File: src/sv/utf8vd_pkg.sv
`default_nettype none

package utf8vd_pkg;

    // Lead byte ranges.
    localparam logic [7:0] ASCII_MAX = 8'h7F;
    localparam logic [7:0] LEAD2_MIN = 8'hC2;
    localparam logic [7:0] LEAD2_MAX = 8'hDF;
    localparam logic [7:0] LEAD3_MIN = 8'hE0;
    localparam logic [7:0] LEAD3_MAX = 8'hEF;
    localparam logic [7:0] LEAD4_MIN = 8'hF0;
    localparam logic [7:0] LEAD4_MAX = 8'hF4;

    // Leads whose first continuation byte has a narrowed range.
    localparam logic [7:0] LEAD_E0 = 8'hE0;
    localparam logic [7:0] LEAD_ED = 8'hED;
    localparam logic [7:0] LEAD_F0 = 8'hF0;
    localparam logic [7:0] LEAD_F4 = 8'hF4;

    localparam logic [7:0] CONT_MIN = 8'h80;
    localparam logic [7:0] CONT_MAX = 8'hBF;
    localparam logic [7:0] E0_MIN   = 8'hA0;
    localparam logic [7:0] ED_MAX   = 8'h9F;
    localparam logic [7:0] F0_MIN   = 8'h90;
    localparam logic [7:0] F4_MAX   = 8'h8F;

    // Result queue between front and back.
    localparam int QDEPTH = 4;
    localparam int QAW    = $clog2(QDEPTH);
    localparam int QCW    = $clog2(QDEPTH + 1);

    typedef struct packed {
        logic [20:0] scalar_value;
        logic        ok;
        logic [2:0]  count;
    } result_t;

    // One queue entry holds every result that a single input item causes.
    typedef struct packed {
        logic    two;
        result_t first;
        result_t second;
    } entry_t;

    typedef struct packed {
        logic empty;
        logic full;
    } q_status_t;

endpackage

`default_nettype wire

File: src/sv/utf8vd_front.sv
`default_nettype none

module utf8vd_front
    import utf8vd_pkg::*;
(
    input  wire logic       clk,
    input  wire logic       rst_n,
    input  wire logic       accept,
    input  wire logic [7:0] data_byte,
    input  wire logic       end_of_input,
    output entry_t          push_entry,
    output logic            push
);

    typedef struct packed {
        logic        opens;
        logic [1:0]  need;
        logic [20:0] bits;
        result_t     res;
    } lead_t;

    logic [1:0]  need_reg, need_next;
    logic [1:0]  seen_reg, seen_next;
    logic [7:0]  lead_reg, lead_next;
    logic [20:0] partial_reg, partial_next;

    lead_t       lead;
    result_t     lead_res;
    logic        lead_holds;
    logic        cont_ok;
    logic [7:0]  lo;
    logic [7:0]  hi;
    logic [20:0] shifted;
    logic [1:0]  seen_inc;
    logic [1:0]  need_dec;

    always_comb
    begin
        lead = '0;
        case (data_byte) inside
            [8'h00:ASCII_MAX]:
            begin
                lead.res = '{scalar_value: {13'd0, data_byte}, ok: 1'b1, count: 3'd1};
            end
            [LEAD2_MIN:LEAD2_MAX]:
            begin
                lead.opens = 1'b1;
                lead.need  = 2'd1;
                lead.bits  = {16'd0, data_byte[4:0]};
            end
            [LEAD3_MIN:LEAD3_MAX]:
            begin
                lead.opens = 1'b1;
                lead.need  = 2'd2;
                lead.bits  = {17'd0, data_byte[3:0]};
            end
            [LEAD4_MIN:LEAD4_MAX]:
            begin
                lead.opens = 1'b1;
                lead.need  = 2'd3;
                lead.bits  = {18'd0, data_byte[2:0]};
            end
            default:
            begin
                lead.res = '{scalar_value: 21'd0, ok: 1'b0, count: 3'd1};
            end
        endcase
        // A lead that opens a sequence on the last item of the stream is an error.
        lead_holds = lead.opens && !end_of_input;
        lead_res   = lead.opens ? result_t'{scalar_value: 21'd0, ok: 1'b0, count: 3'd1}
                                : lead.res;
    end

    always_comb
    begin
        lo = CONT_MIN;
        hi = CONT_MAX;
        if (seen_reg == 2'd0)
        begin
            case (lead_reg)
                LEAD_E0: lo = E0_MIN;
                LEAD_ED: hi = ED_MAX;
                LEAD_F0: lo = F0_MIN;
                LEAD_F4: hi = F4_MAX;
                default: ;
            endcase
        end
        cont_ok = (data_byte >= lo) && (data_byte <= hi);
    end

    assign shifted  = {partial_reg[14:0], data_byte[5:0]};
    assign seen_inc = seen_reg + 2'd1;
    assign need_dec = need_reg - 2'd1;

    always_comb
    begin
        need_next    = need_reg;
        seen_next    = seen_reg;
        lead_next    = lead_reg;
        partial_next = partial_reg;
        push         = 1'b0;
        push_entry   = '0;
        if (accept)
        begin
            if (need_reg == 2'd0)
            begin
                if (lead_holds)
                begin
                    need_next    = lead.need;
                    seen_next    = 2'd0;
                    lead_next    = data_byte;
                    partial_next = lead.bits;
                end
                else
                begin
                    push             = 1'b1;
                    push_entry.first = lead_res;
                end
            end
            else if (cont_ok)
            begin
                if (need_dec == 2'd0 || end_of_input)
                begin
                    push         = 1'b1;
                    push_entry.first.scalar_value = (need_dec == 2'd0) ? shifted : 21'd0;
                    push_entry.first.ok           = (need_dec == 2'd0);
                    push_entry.first.count        = {1'b0, seen_inc} + 3'd1;
                    need_next    = 2'd0;
                    seen_next    = 2'd0;
                    lead_next    = 8'd0;
                    partial_next = 21'd0;
                end
                else
                begin
                    need_next    = need_dec;
                    seen_next    = seen_inc;
                    partial_next = shifted;
                end
            end
            else
            begin
                // The failing byte ends the sequence and is then taken as a new lead.
                push                          = 1'b1;
                push_entry.first.scalar_value = 21'd0;
                push_entry.first.ok           = 1'b0;
                push_entry.first.count        = {1'b0, seen_reg} + 3'd1;
                push_entry.two                = !lead_holds;
                push_entry.second             = lead_res;
                need_next    = lead_holds ? lead.need : 2'd0;
                seen_next    = 2'd0;
                lead_next    = lead_holds ? data_byte : 8'd0;
                partial_next = lead_holds ? lead.bits : 21'd0;
            end
        end
    end

    always_ff @(posedge clk or negedge rst_n)
    begin
        if (!rst_n)
        begin
            need_reg    <= 2'd0;
            seen_reg    <= 2'd0;
            lead_reg    <= 8'd0;
            partial_reg <= 21'd0;
        end
        else
        begin
            need_reg    <= need_next;
            seen_reg    <= seen_next;
            lead_reg    <= lead_next;
            partial_reg <= partial_next;
        end
    end

    a_len_bound: assert property (@(posedge clk) disable iff (!rst_n)
        ({1'b0, need_reg} + {1'b0, seen_reg}) <= 3'd3)
        else $error("pending sequence longer than four bytes");

    a_idle_clean: assert property (@(posedge clk) disable iff (!rst_n)
        (need_reg == 2'd0) |-> (seen_reg == 2'd0 && lead_reg == 8'd0 && partial_reg == 21'd0))
        else $error("idle decoder holds stale sequence state");

endmodule

`default_nettype wire

File: src/sv/utf8vd_queue.sv
`default_nettype none

module utf8vd_queue
    import utf8vd_pkg::*;
(
    input  wire logic   clk,
    input  wire logic   rst_n,
    input  wire logic   push,
    input  wire entry_t push_entry,
    input  wire logic   pop,
    output entry_t      head,
    output q_status_t   status
);

    entry_t           mem [QDEPTH];
    logic [QAW-1:0]   wr_ptr_reg, wr_ptr_next;
    logic [QAW-1:0]   rd_ptr_reg, rd_ptr_next;
    logic [QCW-1:0]   count_reg, count_next;
    logic             do_push;
    logic             do_pop;

    assign status.empty = (count_reg == QCW'(0));
    assign status.full  = (count_reg == QCW'(QDEPTH));
    assign do_push      = push && !status.full;
    assign do_pop       = pop && !status.empty;
    assign head         = mem[rd_ptr_reg];

    always_comb
    begin
        wr_ptr_next = do_push ? wr_ptr_reg + QAW'(1) : wr_ptr_reg;
        rd_ptr_next = do_pop ? rd_ptr_reg + QAW'(1) : rd_ptr_reg;
        count_next  = count_reg + QCW'(do_push) - QCW'(do_pop);
    end

    always_ff @(posedge clk)
    begin
        if (do_push)
        begin
            mem[wr_ptr_reg] <= push_entry;
        end
    end

    always_ff @(posedge clk or negedge rst_n)
    begin
        if (!rst_n)
        begin
            wr_ptr_reg <= '0;
            rd_ptr_reg <= '0;
            count_reg  <= '0;
        end
        else
        begin
            wr_ptr_reg <= wr_ptr_next;
            rd_ptr_reg <= rd_ptr_next;
            count_reg  <= count_next;
        end
    end

    a_no_overflow: assert property (@(posedge clk) disable iff (!rst_n)
        !(push && status.full))
        else $error("item pushed into a full result queue");

    a_ptr_consistent: assert property (@(posedge clk) disable iff (!rst_n)
        (wr_ptr_reg - rd_ptr_reg) == count_reg[QAW-1:0])
        else $error("queue pointers disagree with fill count");

endmodule

`default_nettype wire

File: src/sv/utf8vd_back.sv
`default_nettype none

module utf8vd_back
    import utf8vd_pkg::*;
(
    input  wire logic        clk,
    input  wire logic        rst_n,
    input  wire entry_t      head,
    input  wire q_status_t   status,
    output logic             pop,
    output logic             res_valid,
    input  wire logic        res_stall,
    output logic [20:0]      scalar_value,
    output logic             valid_res,
    output logic [2:0]       byte_count,
    output logic             last_of_run
);

    logic    second_reg, second_next;
    logic    valid_reg, valid_next;
    result_t res_reg;
    logic    last_reg;
    logic    load;
    logic    is_last;
    result_t pick;

    // The output register takes a new result whenever it is empty or being drained and the queue is not empty.
    assign load    = (!valid_reg || !res_stall) && !status.empty;
    assign is_last = second_reg || !head.two;
    assign pick    = second_reg ? head.second : head.first;
    assign pop     = load && is_last;

    always_comb
    begin
        second_next = second_reg;
        valid_next  = valid_reg;
        if (!valid_reg || !res_stall)
        begin
            valid_next = !status.empty;
        end
        if (load)
        begin
            second_next = !is_last;
        end
    end

    always_ff @(posedge clk)
    begin
        if (load)
        begin
            res_reg  <= pick;
            last_reg <= is_last;
        end
    end

    always_ff @(posedge clk or negedge rst_n)
    begin
        if (!rst_n)
        begin
            second_reg <= 1'b0;
            valid_reg  <= 1'b0;
        end
        else
        begin
            second_reg <= second_next;
            valid_reg  <= valid_next;
        end
    end

    assign res_valid    = valid_reg;
    assign scalar_value = res_reg.scalar_value;
    assign valid_res    = res_reg.ok;
    assign byte_count   = res_reg.count;
    assign last_of_run  = last_reg;

    a_second_has_entry: assert property (@(posedge clk) disable iff (!rst_n)
        second_reg |-> (!status.empty && head.two))
        else $error("second result pending without a two-result entry");

endmodule

`default_nettype wire

File: src/sv/utf8_validating_decoder.sv
// Validating UTF-8 decoder.
// Input channel: one byte of the stream per item on data_byte, with end_of_input
// set on the last byte; byte_valid offers it, byte_stall holds it back.
// Output channel: one result per item on scalar_value, valid_res, byte_count and
// last_of_run; res_valid offers it, res_stall holds it back. An input byte causes
// none, one or two results, and last_of_run marks the final one for that byte.
// The front classifies each byte against the pending sequence registers and
// writes its results into a four-entry queue; the back drains that queue
// through an output register, one result per cycle while res_stall is low.
// A result passes through the queue and then the output register before it is offered.
// Bytes are taken one per cycle; the output port limits the rate to one result
// per cycle, so bytes giving two results (an ill-formed sequence followed by a
// lead that does not open a new one) fill the queue and then raise byte_stall.
// Reset clears the sequence state and the queue and empties the output register;
// no result is offered until a byte has been taken. When res_stall is high the
// shown result holds, and the queue keeps taking bytes until it is full.
`default_nettype none

module utf8_validating_decoder
    import utf8vd_pkg::*;
(
    input  wire logic        clk,
    input  wire logic        rst_n,
    input  wire logic        byte_valid,
    output logic             byte_stall,
    input  wire logic [7:0]  data_byte,
    input  wire logic        end_of_input,
    output logic             res_valid,
    input  wire logic        res_stall,
    output logic [20:0]      scalar_value,
    output logic             valid_res,
    output logic [2:0]       byte_count,
    output logic             last_of_run
);

    entry_t    push_entry;
    entry_t    head;
    q_status_t status;
    logic      push;
    logic      pop;
    logic      accept;

    assign byte_stall = status.full;
    assign accept     = byte_valid && !byte_stall;

    utf8vd_front u_front (
        .clk          (clk),
        .rst_n        (rst_n),
        .accept       (accept),
        .data_byte    (data_byte),
        .end_of_input (end_of_input),
        .push_entry   (push_entry),
        .push         (push)
    );

    utf8vd_queue u_queue (
        .clk        (clk),
        .rst_n      (rst_n),
        .push       (push),
        .push_entry (push_entry),
        .pop        (pop),
        .head       (head),
        .status     (status)
    );

    utf8vd_back u_back (
        .clk          (clk),
        .rst_n        (rst_n),
        .head         (head),
        .status       (status),
        .pop          (pop),
        .res_valid    (res_valid),
        .res_stall    (res_stall),
        .scalar_value (scalar_value),
        .valid_res    (valid_res),
        .byte_count   (byte_count),
        .last_of_run  (last_of_run)
    );

endmodule

`default_nettype wire

File: config.mk
export PLATFORM = sky130hd
export DESIGN_NAME = utf8_validating_decoder
export DESIGN_NICKNAME = d
export VERILOG_FILES = /design/src/sv/utf8vd_pkg.sv /design/src/sv/utf8vd_front.sv /design/src/sv/utf8vd_queue.sv /design/src/sv/utf8vd_back.sv /design/src/sv/utf8_validating_decoder.sv
export SDC_FILE = /design/constraint.sdc
export NUM_CORES = 1
export LEC_CHECK = 0
export BUFFER_PORTS_ARGS = -buffer_cell sky130_fd_sc_hd__buf_4
export CAP_MARGIN = 20
export CORE_UTILIZATION = 55
export DETAILED_ROUTE_END_ITERATION = 7
export MAX_ROUTING_LAYER = met4
export PLACE_DENSITY = 0.71
export RECOVER_POWER = 25
export SLEW_MARGIN = 10
export SYNTH_ARGS = -nofsm -noshare
export SYNTH_HDL_FRONTEND = slang
export SYNTH_HIERARCHICAL = 1
export SYNTH_SLANG_ARGS = --single-unit
File: constraint.sdc
create_clock -name clk -period 8 [get_ports clk]
set_clock_uncertainty 0.2 [all_clocks]
set_input_delay 2 -clock clk [delete_from_list [all_inputs] [get_ports clk]]
set_output_delay 2 -clock clk [all_outputs]
set_load 0.05 [all_outputs]
==> results.sh <==
export IMPL_routability_congestion=0.889
export IMPL_synthToLayoutAreaGrowth_pct=10.4
export IMPL_grt_overflow_total=0
export IMPL_hold_depth=1
export IMPL_routed_wl_um=19500
export IMPL_slew_headroom=-1.19
export IMPL_grt_pass1_wl_um=30900
export IMPL_drcViolationCount=0
export IMPL_cap_violations=3
export IMPL_top_library_cells_by_usage_in_the_layout_fill_and_taps_aside="sky130_fd_sc_hd__edfxtp_1 (230), sky130_fd_sc_hd__mux4_2 (48), sky130_fd_sc_hd__dfrtp_1 (34)"
export IMPL_largest_register_ff_count=204
export IMPL_routed_via_density=5.78
export IMPL_critical_path_startpoint_type="input port"
export IMPL_grt_setup_unrepaired="no"
export IMPL_run_status="finished with violations"
export IMPL_clock_sink_count=266
export IMPL_finish_utilization=0.625
export IMPL_cp_top_family="buffers and inverters"
export IMPL_buffers_plus_inverters_on_the_worst_setup_path=4
export IMPL_cts_repair_timing_setup_buffer_count=0
export IMPL_synthDistinctLibCells=59
export IMPL_cts_htree_levels=1
export IMPL_antenna_found_initial=0
export IMPL_worstPathRequired_ns=8.23
export IMPL_arrival_ns=5.13
export IMPL_worst_r2r_setup_slack_ns=3.71
export IMPL_finalCriticalPeriod_ns=4.90
export IMPL_ant_nets=0
export IMPL_multiInputGateArea_sq_mm=0.00289
export IMPL_leading_register_cell_type_out_of_synthesis="sky130_fd_sc_hd__edfxtp_1"
export IMPL_critPathKind="input port to flip-flop"
export IMPL_placement_setup_worst_slack_ns=2.59
export IMPL_placementRows=51
export IMPL_mostFrequentLayoutCell="sky130_fd_sc_hd__edfxtp_1"
export IMPL_path_cells="clkbuf_1, a21oi_4, clkbuf_1, and2_0, o31ai_1, inv_1, ha_1, inv_1, ha_1, fa_1, xnor2_1, xnor2_1"
export IMPL_worstMarginPinSlew_ns=3.29
export IMPL_grt_start_max_net_pins=53
export IMPL_vias=5413
export IMPL_average_footprint_of_a_synthesized_cell_sq_um=18.6
export IMPL_fin_crit_sh=0.612
export IMPL_violations="max-capacitance violations, max-slew violations"
export IMPL_hold_viol_final=0
export IMPL_synth_enable_flop_cells=230
export IMPL_postCtsResizedCells=0
export IMPL_finalNetCount=682
export IMPL_diodes=0
export IMPL_cpMaxStageDelayCell="sky130_fd_sc_hd__clkbuf_1"
export IMPL_critPathMaxFanout=28
export IMPL_fin_hold_ws_ns=0.297
export IMPL_crit_path_end_kind="flip-flop"
export IMPL_dieWidth_um=144
export IMPL_share_of_flip_flops_with_an_asynchronous_set_or_reset=0.135
export IMPL_setup_viol=0
export IMPL_setup_tns_final_ns=0
export IMPL_rr_worst_depth=13
export IMPL_achievable_frequency_mhz=204
export IMPL_hpwl_um=11600
export IMPL_layout_cell_share_with_drive_strength_beyond_1=0.207
export IMPL_ctsHoldBuffers=0
export IMPL_worstSetupPathDepth=12
export IMPL_cts_tree="yes"
export IMPL_powerDensity_mw_per_mm2=389
export IMPL_dr_first_iter_drc_count=413
export IMPL_fp_dieArea_sq_mm=0.0208
export IMPL_clock_tree_buffer_depth=3
export IMPL_report_final_slew_viol_count=118
export IMPL_portBuffers=40
export IMPL_gr_usage_all_layers=0.207
export IMPL_clock_latency_ns=0.52
export IMPL_inserted_clock_buffers=26
export IMPL_core_area_sq_mm=0.0197
export IMPL_post_synth_inst_count=600
export IMPL_area_sequential_sq_mm=0.00781
export IMPL_wl_per_cell_um=20.8
export IMPL_start_util=0.566
export IMPL_power_static_leakage_nw=4.26
export IMPL_clk_root_buffer_cell="sky130_fd_sc_hd__clkbuf_16"
export IMPL_ys_warnings_count=6
export IMPL_syn_area_sq_mm=0.0111
export IMPL_grt_pass1_vias=5598
export IMPL_max_stage_delay_ns=1.35
export IMPL_chipHeight_um=144
export IMPL_pre_antenna_drt_iters=5
export IMPL_vdd_ir_drop_max_mv=0.177
export IMPL_yosys_register_bits=266
export IMPL_clk_transition_reported_paths_ns=0.06
export IMPL_ios=41
export IMPL_fillerInstances=1411
export IMPL_ys_seq_area_frac=0.701
export IMPL_worstHoldPathType="flip-flop to flip-flop"
export IMPL_layout_setup_ws_ns=3.10
-- cell type report --
| class | count | share of cell area |
|---|---|---|
| tap | 265 | 0.0270 |
| timing repair buffer | 51 | 0.0264 |
| sequential | 266 | 0.636 |
| clock inverter | 19 | 0.0152 |
| multi-input combinational | 290 | 0.235 |
| inverter | 17 | 0.00519 |
| clock buffer | 29 | 0.0556 |
-- metrics by stage --
step                      cells  instance area (sq um)  power (mW)
after floorplan             615                  11200        3.35
after global placement      887                  11500        3.64
after detailed placement    887                  11500        3.69
after CTS                   935                  12400        4.92
after global routing        937                  12300        5.02
final                       937                  12300        4.78
-- power breakdown --
part,leakage (nW),switching [mW],internal (mW)
logic,1.25,0.907,0.586
clock network,0.434,0.485,0.739
registers,2.58,0.118,1.95
total,4.26,1.51,3.27
-- worst paths after layout --
kind,endpoint,start
min reg2reg,u_front/partial_reg[11],u_front/partial_reg[11]
max reg2reg,u_queue/mem[0][44],u_front/seen_reg[0]
min,u_front/partial_reg[11],u_front/partial_reg[11]
max in group asynchronous,u_queue/rd_ptr_reg[0],rst_n
max,u_queue/count_reg[2],res_stall
min in group asynchronous,u_front/lead_reg[3],rst_n
-- routing by layer --
layer	wire, um	track usage
met5	0	-
met4	340	0.0620
met3	1100	0.0308
met2	9520	0.321
met1	8520	0.286
-- cell families (layout without fill, tap and decap cells) --
group	Yosys count	count (layout)	synth area share
compound gates	62	62	0.0393
xor+xnor	4	4	0.00315
fa+ha+maj	17	17	0.0198
buf+inv	59	116	0.0384
flops	266	266	0.701
mux	80	80	0.140
other cells	1	16	0.000337
simple gates	111	111	0.0578
-- cells in the mapped netlist, types with 7 or more instances --
cell type | instances | area share
sky130_fd_sc_hd__nand2_1 | 26 | 0.0088
sky130_fd_sc_hd__buf_12 | 7 | 0.013
sky130_fd_sc_hd__o21ai_0 | 19 | 0.0085
sky130_fd_sc_hd__inv_1 | 16 | 0.0054
sky130_fd_sc_hd__mux4_2 | 48 | 0.097
sky130_fd_sc_hd__dfrtp_1 | 36 | 0.081
sky130_fd_sc_hd__buf_4 | 17 | 0.011
sky130_fd_sc_hd__a22o_1 | 11 | 0.0087
sky130_fd_sc_hd__mux2_2 | 9 | 0.0091
sky130_fd_sc_hd__ha_1 | 16 | 0.018
sky130_fd_sc_hd__edfxtp_1 | 230 | 0.62
sky130_fd_sc_hd__buf_2 | 11 | 0.0049
sky130_fd_sc_hd__nand2b_1 | 7 | 0.0039
sky130_fd_sc_hd__mux2_4 | 19 | 0.026
sky130_fd_sc_hd__and2_1 | 26 | 0.015
sky130_fd_sc_hd__nor2_1 | 15 | 0.0051
(Power assumes the default switching activity.)
